**src/bbd_pkg.sv**
```systemverilog
package bbd_pkg;

	// Default half block size; a full block holds twice this many bytes.
	localparam int HALF_BLOCK_DEF = 5;

	localparam int BYTE_W = 8;

	// Descrambling constants.
	localparam logic [BYTE_W-1:0] HIGH_THRESH = 8'h90;
	localparam logic [BYTE_W-1:0] HIGH_MASK   = 8'hf0;
	localparam logic [BYTE_W-1:0] LOW_MASK    = 8'h0f;
	localparam logic [BYTE_W-1:0] NIBBLE_DEC  = 8'd15;
	localparam logic [BYTE_W-1:0] BYTE_OFFSET = 8'd7;
	localparam int                NIBBLE_W    = 4;

	typedef enum logic {
		ST_FILL,
		ST_DRAIN
	} state_t;

	// Tag that travels alongside an outstanding memory read.
	typedef struct packed {
		logic valid;
		logic last;
	} rd_tag_t;

	function automatic logic [BYTE_W-1:0] descramble(logic [BYTE_W-1:0] v);
		logic [BYTE_W-1:0] c;
		c = v;
		if (c >= HIGH_THRESH) begin
			c = (c & HIGH_MASK) | ((c + NIBBLE_DEC) & LOW_MASK);
		end
		c = {c[NIBBLE_W-1:0], c[BYTE_W-1:NIBBLE_W]};
		return c + BYTE_OFFSET;
	endfunction

endpackage

```
**src/bbd_if.sv**
```systemverilog
interface bbd_in_if;
	logic       valid;
	logic       ready;
	logic [7:0] in_byte;
	logic       end_of_stream;

	modport source(output valid, output in_byte, output end_of_stream, input ready);
	modport sink(input valid, input in_byte, input end_of_stream, output ready);
endinterface

interface bbd_out_if;
	logic       valid;
	logic       ready;
	logic [7:0] out_byte;
	logic       block_last;

	modport source(output valid, output out_byte, output block_last, input ready);
	modport sink(input valid, input out_byte, input block_last, output ready);
endinterface

```
**src/bbd_ram.sv**
```systemverilog
module bbd_ram #(
	parameter int WIDTH = 8,
	parameter int DEPTH = 10
) (
	input  logic                     clk,
	input  logic                     we,
	input  logic [$clog2(DEPTH)-1:0] waddr,
	input  logic [WIDTH-1:0]         wdata,
	input  logic [$clog2(DEPTH)-1:0] raddr,
	output logic [WIDTH-1:0]         rdata
);

	logic [WIDTH-1:0] mem [DEPTH];

	always_ff @(posedge clk) begin
		if (we) begin
			mem[waddr] <= wdata;
		end
		rdata <= mem[raddr];
	end

endmodule

```
**src/bbd_ctrl.sv**
```systemverilog
module bbd_ctrl #(
	parameter int HALF_BLOCK = bbd_pkg::HALF_BLOCK_DEF,
	localparam int FULL = 2 * HALF_BLOCK,
	localparam int AW   = $clog2(FULL),
	localparam int CW   = $clog2(FULL + 1)
) (
	input  logic             clk,
	input  logic             arst_n,
	bbd_in_if.sink           ingress,
	input  logic             out_free,
	output logic             we,
	output logic [AW-1:0]    waddr,
	output logic [7:0]       wdata,
	output logic [AW-1:0]    raddr,
	output bbd_pkg::rd_tag_t rd_s1
);

	bbd_pkg::state_t state_q, state_d;
	logic [AW-1:0]   fill_q;
	logic [AW-1:0]   idx_q;
	logic [CW-1:0]   t_q;
	logic            accept;
	logic            flush;
	logic            issue;
	logic            last_issue;

	// Output position j of a block of t bytes reads buffer entry src_index(j, t).
	function automatic logic [AW-1:0] src_index(logic [AW-1:0] j, logic [CW-1:0] t);
		logic [AW-1:0] k;
		logic [CW-1:0] kn;
		k = j;
		if (t >= CW'(HALF_BLOCK)) begin
			if (j == AW'(0)) begin
				k = AW'(HALF_BLOCK - 1);
			end else if (j == AW'(HALF_BLOCK - 1)) begin
				k = AW'(0);
			end
		end
		if (t == CW'(FULL)) begin
			if (j == AW'(HALF_BLOCK)) begin
				k = AW'(FULL - 1);
			end else if (j == AW'(FULL - 1)) begin
				k = AW'(HALF_BLOCK);
			end
		end
		kn = CW'(k) + CW'(1);
		if (k[0]) begin
			return k - AW'(1);
		end else if (kn < t) begin
			return k + AW'(1);
		end
		return k;
	endfunction

	assign accept     = ingress.valid && ingress.ready;
	assign flush      = ingress.end_of_stream || (fill_q == AW'(FULL - 1));
	assign last_issue = (CW'(idx_q) + CW'(1)) == t_q;

	always_comb begin
		ingress.ready = (state_q == bbd_pkg::ST_FILL);
		issue         = (state_q == bbd_pkg::ST_DRAIN) && !rd_s1.valid && out_free;
	end

	always_comb begin
		state_d = state_q;
		case (state_q)
			bbd_pkg::ST_FILL: begin
				if (accept && flush) begin
					state_d = bbd_pkg::ST_DRAIN;
				end
			end
			bbd_pkg::ST_DRAIN: begin
				if (issue && last_issue) begin
					state_d = bbd_pkg::ST_FILL;
				end
			end
			default: state_d = bbd_pkg::ST_FILL;
		endcase
	end

	assign we    = accept;
	assign waddr = fill_q;
	assign wdata = ingress.in_byte;
	assign raddr = src_index(idx_q, t_q);

	always_ff @(posedge clk or negedge arst_n) begin
		if (!arst_n) begin
			state_q <= bbd_pkg::ST_FILL;
			fill_q  <= '0;
			idx_q   <= '0;
			t_q     <= '0;
			rd_s1   <= '0;
		end else begin
			state_q <= state_d;
			rd_s1   <= '{valid: issue, last: last_issue};
			if (accept) begin
				if (flush) begin
					fill_q <= '0;
					t_q    <= CW'(fill_q) + CW'(1);
					idx_q  <= '0;
				end else begin
					fill_q <= fill_q + AW'(1);
				end
			end else if (issue) begin
				idx_q <= idx_q + AW'(1);
			end
		end
	end

`ifndef NO_ASSERTIONS
	a_fill_range: assert property (@(posedge clk) disable iff (!arst_n)
		fill_q < AW'(FULL))
		else $error("fill pointer out of range");

	a_drain_index: assert property (@(posedge clk) disable iff (!arst_n)
		(state_q == bbd_pkg::ST_DRAIN) |-> (t_q != '0 && CW'(idx_q) < t_q))
		else $error("drain index outside the block");

	a_one_read: assert property (@(posedge clk) disable iff (!arst_n)
		rd_s1.valid |=> !rd_s1.valid)
		else $error("two reads in flight");

	a_drain_empty_fill: assert property (@(posedge clk) disable iff (!arst_n)
		(state_q == bbd_pkg::ST_DRAIN) |-> (fill_q == '0))
		else $error("fill pointer not cleared for the next block");
`endif

endmodule

```
**src/block_byte_descrambler.sv**
```systemverilog
// Block byte descrambler. Scrambled bytes arrive as ingress transactions and are
// written into a 2*HALF_BLOCK byte buffer memory at one per cycle while a block
// is being collected. A byte that fills the buffer, or a byte flagged
// end_of_stream, closes the block of t bytes (the flagged byte included). The
// block is then read back through a reorder map (neighboring pairs swapped,
// then byte 0 with byte HALF_BLOCK-1 when t >= HALF_BLOCK, and byte HALF_BLOCK
// with the last byte when the block is full), each byte is descrambled and
// sent as one egress transaction, with block_last set on the final byte. While
// a block is being emitted no ingress transaction is taken. Emission is paced
// by the registered read of the buffer memory with a single read in flight:
// a byte is read only once the previous one has landed in the output register
// and the register is free; egress backpressure holds it further. Once the
// last read of a block is issued, collection of the next block resumes while
// the final byte still waits in the output register.
module block_byte_descrambler #(
	parameter int HALF_BLOCK = bbd_pkg::HALF_BLOCK_DEF
) (
	input  logic      clk,
	input  logic      arst_n,
	bbd_in_if.sink    ingress,
	bbd_out_if.source egress
);

	localparam int FULL = 2 * HALF_BLOCK;
	localparam int AW   = $clog2(FULL);

	logic                          we;
	logic [AW-1:0]                 waddr;
	logic [bbd_pkg::BYTE_W-1:0]    wdata;
	logic [AW-1:0]                 raddr;
	logic [bbd_pkg::BYTE_W-1:0]    rdata;
	bbd_pkg::rd_tag_t              rd_s1;
	logic                          out_free;

	// Output register: holds one descrambled byte until egress takes it.
	logic                          ov_q;
	logic [bbd_pkg::BYTE_W-1:0]    out_byte_q;
	logic                          out_last_q;

	// A read may be issued when the output register is empty now or is being
	// emptied in this cycle, so the data landing next cycle has a free slot.
	assign out_free = !ov_q || egress.ready;

	bbd_ctrl #(
		.HALF_BLOCK(HALF_BLOCK)
	) u_ctrl (
		.clk     (clk),
		.arst_n  (arst_n),
		.ingress (ingress),
		.out_free(out_free),
		.we      (we),
		.waddr   (waddr),
		.wdata   (wdata),
		.raddr   (raddr),
		.rd_s1   (rd_s1)
	);

	bbd_ram #(
		.WIDTH(bbd_pkg::BYTE_W),
		.DEPTH(FULL)
	) u_buf (
		.clk  (clk),
		.we   (we),
		.waddr(waddr),
		.wdata(wdata),
		.raddr(raddr),
		.rdata(rdata)
	);

	// The read data is descrambled on its way into the output register.
	always_ff @(posedge clk or negedge arst_n) begin
		if (!arst_n) begin
			ov_q <= 1'b0;
		end else if (rd_s1.valid) begin
			ov_q <= 1'b1;
		end else if (egress.ready) begin
			ov_q <= 1'b0;
		end
	end

	always_ff @(posedge clk) begin
		if (rd_s1.valid) begin
			out_byte_q <= bbd_pkg::descramble(rdata);
			out_last_q <= rd_s1.last;
		end
	end

	assign egress.valid      = ov_q;
	assign egress.out_byte   = out_byte_q;
	assign egress.block_last = out_last_q;

`ifndef NO_ASSERTIONS
	a_no_overwrite: assert property (@(posedge clk) disable iff (!arst_n)
		rd_s1.valid |-> !ov_q)
		else $error("read data arrived while the output register was full");

	a_no_write_during_read: assert property (@(posedge clk) disable iff (!arst_n)
		we |-> !(egress.valid && !egress.ready && rd_s1.valid))
		else $error("buffer write overlapped a blocked read");
`endif

endmodule
```
**src/flat_wrapper.sv**
```systemverilog
// flat-port wrapper written by rule: the top's interface ports become plain ports
module block_byte_descrambler_flat 
#(
	parameter int HALF_BLOCK = bbd_pkg::HALF_BLOCK_DEF
)
  (clk, arst_n, ingress_valid, ingress_in_byte, ingress_end_of_stream, ingress_ready, egress_valid, egress_out_byte, egress_block_last, egress_ready);
  bbd_in_if ingress_i ();
  bbd_out_if egress_i ();
  input  logic clk;
  input  logic arst_n;
  input wire logic [$bits(ingress_i.valid)-1:0] ingress_valid;
  input wire logic [$bits(ingress_i.in_byte)-1:0] ingress_in_byte;
  input wire logic [$bits(ingress_i.end_of_stream)-1:0] ingress_end_of_stream;
  output wire logic [$bits(ingress_i.ready)-1:0] ingress_ready;
  output wire logic [$bits(egress_i.valid)-1:0] egress_valid;
  output wire logic [$bits(egress_i.out_byte)-1:0] egress_out_byte;
  output wire logic [$bits(egress_i.block_last)-1:0] egress_block_last;
  input wire logic [$bits(egress_i.ready)-1:0] egress_ready;
  assign ingress_i.valid = ingress_valid;
  assign ingress_i.in_byte = ingress_in_byte;
  assign ingress_i.end_of_stream = ingress_end_of_stream;
  assign ingress_ready = ingress_i.ready;
  assign egress_valid = egress_i.valid;
  assign egress_out_byte = egress_i.out_byte;
  assign egress_block_last = egress_i.block_last;
  assign egress_i.ready = egress_ready;
  block_byte_descrambler #(.HALF_BLOCK(HALF_BLOCK)) u_core (.clk(clk), .arst_n(arst_n), .ingress(ingress_i), .egress(egress_i));
endmodule
```
**config.mk**
```make
export PLATFORM = sky130hd
export DESIGN_NAME = block_byte_descrambler_flat
export DESIGN_NICKNAME = d
export VERILOG_FILES = /design/src/bbd_pkg.sv /design/src/bbd_if.sv /design/src/bbd_ram.sv /design/src/bbd_ctrl.sv /design/src/block_byte_descrambler.sv /design/src/flat_wrapper.sv
export SDC_FILE = /design/constraint.sdc
export NUM_CORES = 1
export LEC_CHECK = 0
export BUFFER_PORTS_ARGS = -buffer_cell sky130_fd_sc_hd__buf_2
export CORE_MARGIN = 1.5
export CORE_UTILIZATION = 55
export CTS_CLUSTER_SIZE = 30
export DETAILED_ROUTE_END_ITERATION = 7
export GPL_TIMING_DRIVEN = 0
export MAX_ROUTING_LAYER = met4
export PLACE_DENSITY = 0.84
export SYNTH_ARGS = -nofsm -noshare
export SYNTH_HDL_FRONTEND = slang
export SYNTH_SLANG_ARGS = --single-unit
```
**constraint.sdc**
```tcl
create_clock -name clk -period 3.15 [get_ports clk]
set_input_delay 0.63 -clock clk [delete_from_list [all_inputs] [get_ports clk]]
set_output_delay 0.63 -clock clk [all_outputs]
set_load 0.03 [all_outputs]
```
==> results of run 1 <==
through the flow:
step,cells,util (%)
after floorplan,402,-
after global placement,536,58.9
after detailed placement,536,58.9
after CTS,583,67.8
after global routing,586,69.2
final,586,69.2
synthesized netlist by cell type (all sizes together), types with 2 or more instances:
cell	count	area, µm²
nor2b	3	18.8
inv	19	71.3
and3	2	12.5
nand2	33	129
a21boi	2	15.0
or3	2	12.5
buf	7	38.8
o211ai	3	36.3
mux2i	19	190
dfxtp	8	160
clkbuf	10	37.5
a21o	4	30.0
dfrtp	16	400
o21ai	31	155
nor4	2	12.5
xor2	7	61.3
ha	15	188
nor2	25	93.8
a21oi	11	55.1
edfxtp	89	2670
and2	8	50.1
a221o	5	50.1
o31ai	2	20.0
nand2b	3	18.8
o2111ai	2	17.5
nor3b	3	22.5
nor3	7	35.0
o22ai	7	43.8
nor4b	2	17.5
nand3	21	115
xnor2	11	96.3
mux2	7	82.6
per-layer routing:
metal  part of all wire [%]  vias to the layer above  global-route usage [%]
li1                       -                     1617                       -
met1                     38                     1813                    29.0
met2                     51                      233                    43.2
met3                    8.6                       43                    6.25
met4                    2.6                        0                    11.9
met5                      0                        -                       -
registers in the layout, summed over array words and instances, names as in the netlist:
name	flops
u_core.u_buf.rdata	8
u_core.u_buf.mem	80
u_core.u_ctrl.state_q	1
u_core.u_ctrl.waddr	4
u_core.u_ctrl.t_q	4
u_core.egress.valid	1
u_core.egress.block_last	1
u_core.u_ctrl.idx_q	4
u_core.egress.out_byte	8
u_core.u_ctrl.rd_s1	2
path summary, 6_finish.rpt:
check                                                         from                                  to  slack (ns)  cells after the start
worst max-delay path            u_core.u_ctrl.idx_q[0]$_DFFE_PN0P_       u_core.u_buf.rdata[0]$_DFF_P_       -0.21                     18
worst min-delay path                                        arst_n    u_core.u_ctrl.t_q[0]$_DFFE_PN0P_       0.007                      1
worst max register to register  u_core.u_ctrl.idx_q[0]$_DFFE_PN0P_       u_core.u_buf.rdata[0]$_DFF_P_       -0.21                     18
worst min register to register    u_core.u_ctrl.rd_s1[0]$_DFF_PN0_  u_core.egress.block_last$_DFFE_PP_        0.42                      0
max in group asynchronous                                   arst_n  u_core.u_ctrl.idx_q[1]$_DFFE_PN0P_        2.85                      1
min in group clk                                ingress_in_byte[0]    u_core.u_buf.mem[5][0]$_DFFE_PP_        0.42                      1
cell families (layout without fill, tap and decap cells):
family          count (synthesis)  in the layout
fa+ha+maj                      15             15
simple gates                  113            113
xor+xnor                       18             18
buf+inv                        36            109
flops                         113            113
mux                            27             27
compound gates                 80             80
critical path, cell delays in order (launching register included):
cell	delay (ns)
dfrtp_1	0.39
clkbuf_8	0.15
inv_4	0.05
ha_4	0.13
nand2b_4	0.06
a21o_4	0.20
buf_6	0.13
nand2_4	0.07
a21oi_4	0.05
ha_4	0.18
xnor2_2	0.13
ha_1	0.30
o211ai_1	0.09
nand2_1	0.15
a21boi_2	0.20
mux2_4	0.34
o21ai_1	0.13
o22ai_1	0.12
a221o_1	0.37
cell type report:
| class | count | share of cell area (%) |
|---|---|---|
| Timing Repair Buffer | 43 | 4.51 |
| Clock buffer | 17 | 6.54 |
| Multi-Input combinational cell | 253 | 30.7 |
| Clock inverter | 15 | 2.35 |
| Inverter | 19 | 1.17 |
| Buffer | 15 | 1.46 |
| Tap cell | 111 | 2.19 |
| Sequential cell | 113 | 51.1 |
repair_timing:
item                                   in CTS  in global routing
endpoints found under the hold margin       0                  0
gates resized for setup                    39                 25
cloned                                      0                  0
buffers inserted                           16                  4
setup endpoints to repair                   8                  8
pin swaps                                  18                 21
==> metrics, run 1 <==
run status finished with violations; failing checks setup timing; antenna violations before repair 0; max-cap violation count 0; FILL cells 546; PortBufs 23; total global routing overflow 0; post-synthesis adder-cell area fraction 3.66%; Arr. time, crit path 3.77 ns; total via count in the routed design 3706; Die Height 99.5 µm; number of enable-type register cells in the synthesized netlist 89; CTS tree done; path class of the lowest-slack min-delay path input port to asynchronous set/reset pin; CTS sink count 113; RD Place Congestion 0.854; netlist area before placement 5120 µm²; critical path start-end classification register to register; transition time of the tightest slew-check pin 1.35 ns; overall global routing resource usage 25.6%; clock-pin slew reported for the worst setup and hold paths after clock tree synthesis 0.06 ns; number of slew-limit violations in the final report 0; syn_area_per_cell 12.7 µm²; Ant. Diodes 0; required arrival time at the worst endpoint 3.56 ns; DIE WIDTH 99.5 µm; Fmax 297 MHz; post-route antenna net violation count 0; portion of the clock cycle consumed by the worst path in the final layout 107%; compound-cell area share of the yosys netlist 10.6%; Place WS -0.743 ns; wire length of the first global-routing pass 18100 µm; Die ar. 9910 µm²; Cell variety after synth 56; area taken by flip-flops and latches 3230 µm²; total length of routed wires 12200 µm; CTS buffer count 17; number of warning messages in the yosys log 0; Hold Fails Final Rpt 0; Floorplan Core Area 9150 µm²; Fin Hold WS 0.00745 ns; 1st-pass router iterations 5; count of final setup violators 7; Remaining DRCs 0; Layout area overhead 23.5%; Initial Utilization 56.0%; clock skew after layout 0.0141 ns; layout cell share with drive strength beyond 1 28.0%; simple-gate portion of the synthesized area 10.9%; main combinational cell family by area after synthesis simple AND/OR/NAND/NOR gates; violation count after the first detailed-routing iteration 467; half-perimeter wire length after detailed placement 7090 µm; Max H-tree Level 4; number of placed I/O pins 24; most common cell after layout, fill and taps aside edfxtp_1; total area of multi-input combinational cells 1940 µm²; number of hold buffers added after cts 0; fraction of synthesized area in multiplexers 5.76%; kind of launch point of the worst setup path register; Root Buffer Master clkbuf_8; average via count per standard cell 6.32; number of standard cells after synthesis 402; maximum net fanout on the critical path 6; commonest cells after routing, fill and taps aside edfxtp_1, nand2_1, buf_2; unrepaired setup endpoints after global routing true; Slew headroom 9.49%; flop and latch count out of synthesis 113; Final Instance Area 6330 µm²; clk_lat worst skew 0.53 ns; cell area after placement 5390 µm²; maximum count of clock buffers along a single path 2; Critical Path End Type register; vias in the first global route 3597; dominant register cell in the synthesized netlist edfxtp_1; post-synthesis share of cell area spent on xor and xnor gates 3.08%; WL/cell 20.9 µm; minimum period implied by the final worst setup slack 3.36 ns; Sum Neg Setup Slack -0.917 ns; async set-reset flop share out of synthesis 14.2%; count of standard-cell rows 35; maximum number of pins on one net before global-route repair 17; number of nets in the synthesized netlist 430; portion of the post-synthesis area used by sequential elements 63.1%; nets@finish 490; post-layout worst setup margin -0.214 ns
Power of run 1 is left out: the tool's default activity adds up to more than one toggle a clock period on the data nets, which glitch-free logic cannot reach.
==> inputs of run 2 (changes only) <==
- ABC_AREA: default -> 1
==> run 2 against run 1 <==
The flow still finishes with violations (setup timing). Die area rose by 0.75%. Clock-buffer cell count stayed put. Via count is 3.4% higher. Synthesized cell count rose by 20%. Routed wire length down 1.4%. Largest cell class unchanged.
==> metrics, run 2 <==
run status finished with violations (unchanged); failing checks setup timing (unchanged); Remaining DRCs 0 (unchanged); Root Buffer Master clkbuf_8 (unchanged); post-route antenna net violation count 0 (unchanged); Cell Chain, Critical Path inv_2 > ha_4 > inv_4 > nor2_4 > nand3_4 > nor2_4 > buf_4 > nor3_4 > ha_4 > xnor2_4 > ha_1 > o21ai_1 > nand2_1 > a21oi_4 > nand3_4 > buf_6 > nor2_4 > buf_12 > nand2_4 > a21oi_2 > nor2_1 > nand2_1 > nand2_1 (was clkbuf_8 > inv_4 > ha_4 > nand2b_4 > a21o_4 > buf_6 > nand2_4 > a21oi_4 > ha_4 > xnor2_2 > ha_1 > o211ai_1 > nand2_1 > a21boi_2 > mux2_4 > o21ai_1 > o22ai_1 > a221o_1); 1st-pass router iterations 6 (was 5); DIE WIDTH 99.9 µm (was 99.5 µm); number of nets in the synthesized netlist 512 (was 430); setup slack of the worst register-to-register path -0.13 ns (was -0.21 ns); portion of the post-synthesis area used by sequential elements 62.6% (was 63.1%); violation count after the first detailed-routing iteration 419 (was 467); Cell variety after synth 38 (was 56); critical path start-end classification register to register (unchanged); required arrival time at the worst endpoint 3.57 ns (was 3.56 ns); total global routing overflow 0 (unchanged); count of final setup violators 8 (was 7); maximum count of clock buffers along a single path 2 (unchanged); number of placed I/O pins 24 (unchanged); Critical Path End Type register (unchanged); Layout area overhead 22.3% (was 23.5%); cell type with the highest aggregate area in the netlist edfxtp_1 (unchanged); Largest register FFs 80 (unchanged); post-layout worst setup margin -0.131 ns (was -0.214 ns); most common cell after layout, fill and taps aside nand2_1 (was edfxtp_1); clk_lat worst skew 0.53 ns (about the same); average via count per standard cell 5.68 (was 6.32); portion of the clock cycle consumed by the worst path in the final layout 104% (was 107%); wire length of the first global-routing pass 17900 µm (was 18100 µm); CTS sink count 113 (unchanged); syn_area_per_cell 10.7 µm² (was 12.7 µm²); maximum number of pins on one net before global-route repair 20 (was 17); Fin Hold WS 0.0105 ns (was 0.00745 ns); Reg-to-Reg Start u_core.u_ctrl.idx_q[1]$_DFFE_PN0P_ (was u_core.u_ctrl.idx_q[0]$_DFFE_PN0P_); total via count in the routed design 3832 (was 3706); Slew headroom 14.9% (was 9.49%); clock skew after layout 0.00597 ns (was 0.0141 ns); Top reg by flops u_core.u_buf.mem (unchanged); Max H-tree Level 4 (unchanged); WL/cell 17.9 µm (was 20.9 µm); Ant. Diodes 0 (unchanged); CTS buffer count 17 (unchanged); delay of the slowest cell on the worst path 0.40 ns (was 0.39 ns); Initial Utilization 56.4% (was 56.0%); count of standard-cell rows 35 (unchanged); path class of the lowest-slack min-delay path input port to asynchronous set/reset pin (unchanged); netlist area before placement 5160 µm² (was 5120 µm²); post-route insts no fill 675 (was 586); unrepaired setup endpoints after global routing true (unchanged); layout cell share with drive strength beyond 1 24.1% (was 28.0%); top cells by area in the synthesized netlist edfxtp_1, dfrtp_1, nand2_1, inv_1, nor2_1 (was edfxtp_1, dfrtp_1, mux2i_1, ha_1, dfxtp_1); transition time of the tightest slew-check pin 1.27 ns (was 1.35 ns); flop and latch count out of synthesis 113 (unchanged); Arr. time, crit path 3.70 ns (was 3.77 ns); overall global routing resource usage 25.2% (was 25.6%); dominant register cell in the synthesized netlist edfxtp_1 (unchanged); Floorplan Core Area 9150 µm² (unchanged); RD Place Congestion 0.906 (was 0.854); half-perimeter wire length after detailed placement 6820 µm (was 7090 µm); async set-reset flop share out of synthesis 14.2% (unchanged); end of the worst register-to-register path u_core.u_buf.rdata[6]$_DFF_P_ (was u_core.u_buf.rdata[0]$_DFF_P_); beginning of the critical path u_core.u_ctrl.idx_q[1]$_DFFE_PN0P_ (was u_core.u_ctrl.idx_q[0]$_DFFE_PN0P_); critical-path cell with the highest stage delay dfrtp_1 (unchanged); FF-to-FF path depth 23 (was 18); commonest cells after routing, fill and taps aside nand2_1, edfxtp_1, nor2_1 (was edfxtp_1, nand2_1, buf_2); Hold Fails Final Rpt 0 (unchanged); Synth top cells by count nand2_1, edfxtp_1, inv_1, nor2_1, nand3_1 (was edfxtp_1, nand2_1, o21ai_0, nor2_1); number of warning messages in the yosys log 0 (unchanged); maximum net fanout on the critical path 7 (was 6); nets@finish 579 (was 490); Die Height 99.9 µm (was 99.5 µm); PortBufs 23 (unchanged); number of standard cells after synthesis 484 (was 402); antenna violations before repair 0 (unchanged); max-cap violation count 0 (unchanged); Fmax 305 MHz (was 297 MHz); minimum period implied by the final worst setup slack 3.28 ns (was 3.36 ns); vias in the first global route 3746 (was 3597); kind of launch point of the worst setup path register (unchanged); portion of synthesized cell area occupied by the leading cell type 51.7% (was 52.1%); clock-pin slew reported for the worst setup and hold paths after clock tree synthesis 0.06 ns (about the same); number of slew-limit violations in the final report 0 (unchanged); most repeated cell in the gate-level netlist after synthesis nand2_1 (was edfxtp_1); CTS tree done (unchanged); number of enable-type register cells in the synthesized netlist 89 (unchanged); Placed Cells incl. Taps 618 (was 536); total length of routed wires 12100 µm (was 12200 µm); Die ar. 9980 µm² (was 9910 µm²)
-- run 2: cell types whose count changed in the layout (fill, tap and decap cells not counted), sizes merged, moves of 7 or more --
cell / delta
and2: -8
nand4: +7
nand2: +69
inv: +42
clkbuf: -7
mux2i: -19
or2: +7
nor2: +40
mux2: -7
-- run 2: area by class of cell --
type | count | area (µm²)
tap | 111 | 139
inverter | 65 | 259
sequential | 113 | 3230
clock buffer | 17 | 414
fill | 559 | 2840
clock inverter | 15 | 111
timing repair buffer | 49 | 327
multi-input combinational | 299 | 1780
buffer | 6 | 51.3
-- run 2: worst max-delay path by stage --
stage          slack [ns]  depth (start not counted)                             to
2_1_floorplan        0.05                         21  u_core.u_buf.rdata[7]$_DFF_P_
3_3_place_gp        -0.36                         21  u_core.u_buf.rdata[6]$_DFF_P_
3_5_place_dp        -0.46                         19  u_core.u_buf.rdata[6]$_DFF_P_
4_1_cts             -0.08                         25  u_core.u_buf.rdata[7]$_DFF_P_
5_1_grt             -0.29                         22  u_core.u_buf.rdata[3]$_DFF_P_
6_report            -0.13                         23  u_core.u_buf.rdata[6]$_DFF_P_
-- run 2: worst max-delay path: cells and delay by family, from the launching register on --
family	cells	cell delay, ns
fa+ha+maj	3	0.64
simple gates	11	1.04
buf+inv	5	0.60
flops	1	0.40
xor+xnor	1	0.14
compound gates	3	0.37
-- run 2: cell families (layout without fill, tap and decap cells) --
group	after synthesis	in the layout	share of synthesized area (%)
xor gates and xnor gates	14	14	2.37
and+or+nand+nor	225	225	20.7
buffers and inverters	72	152	5.77
AOI/OAI and AO/OA	45	45	4.94
DFF	113	113	62.6
adders and majority gates	15	15	3.63
-- run 2: what timing repair did --
| action | in CTS | in global routing |
|---|---|---|
| pin swaps | 17 | 18 |
| setup endpoints to repair | 8 | 8 |
| hold buffers | 0 | 0 |
| gates resized for setup | 23 | 20 |
| buffers inserted | 16 | 8 |
-- run 2: through the flow --
stage / util [%] / cell area (µm²) / TNS (ns) / worst slack [ns]
2_1_floorplan: - / 5160 / 0 / 0.0530
3_3_place_gp: 59.2 / 5420 / -2.36 / -0.362
3_5_place_dp: 59.2 / 5420 / -3.26 / -0.463
4_1_cts: 67.1 / 6140 / -0.263 / -0.0769
5_1_grt: 69.0 / 6320 / -2.05 / -0.294
6_report: 69.0 / 6320 / -0.802 / -0.131
-- run 2: routing by layer --
layer | share of wire [%] | up-vias | global-route usage, %
li1 | - | 1755 | -
met1 | 38 | 1832 | 27.5
met2 | 51 | 193 | 43.2
met3 | 7.4 | 52 | 6.75
met4 | 3.2 | 0 | 11.3
met5 | 0 | - | -
Power of run 2 is left out for the same reason.
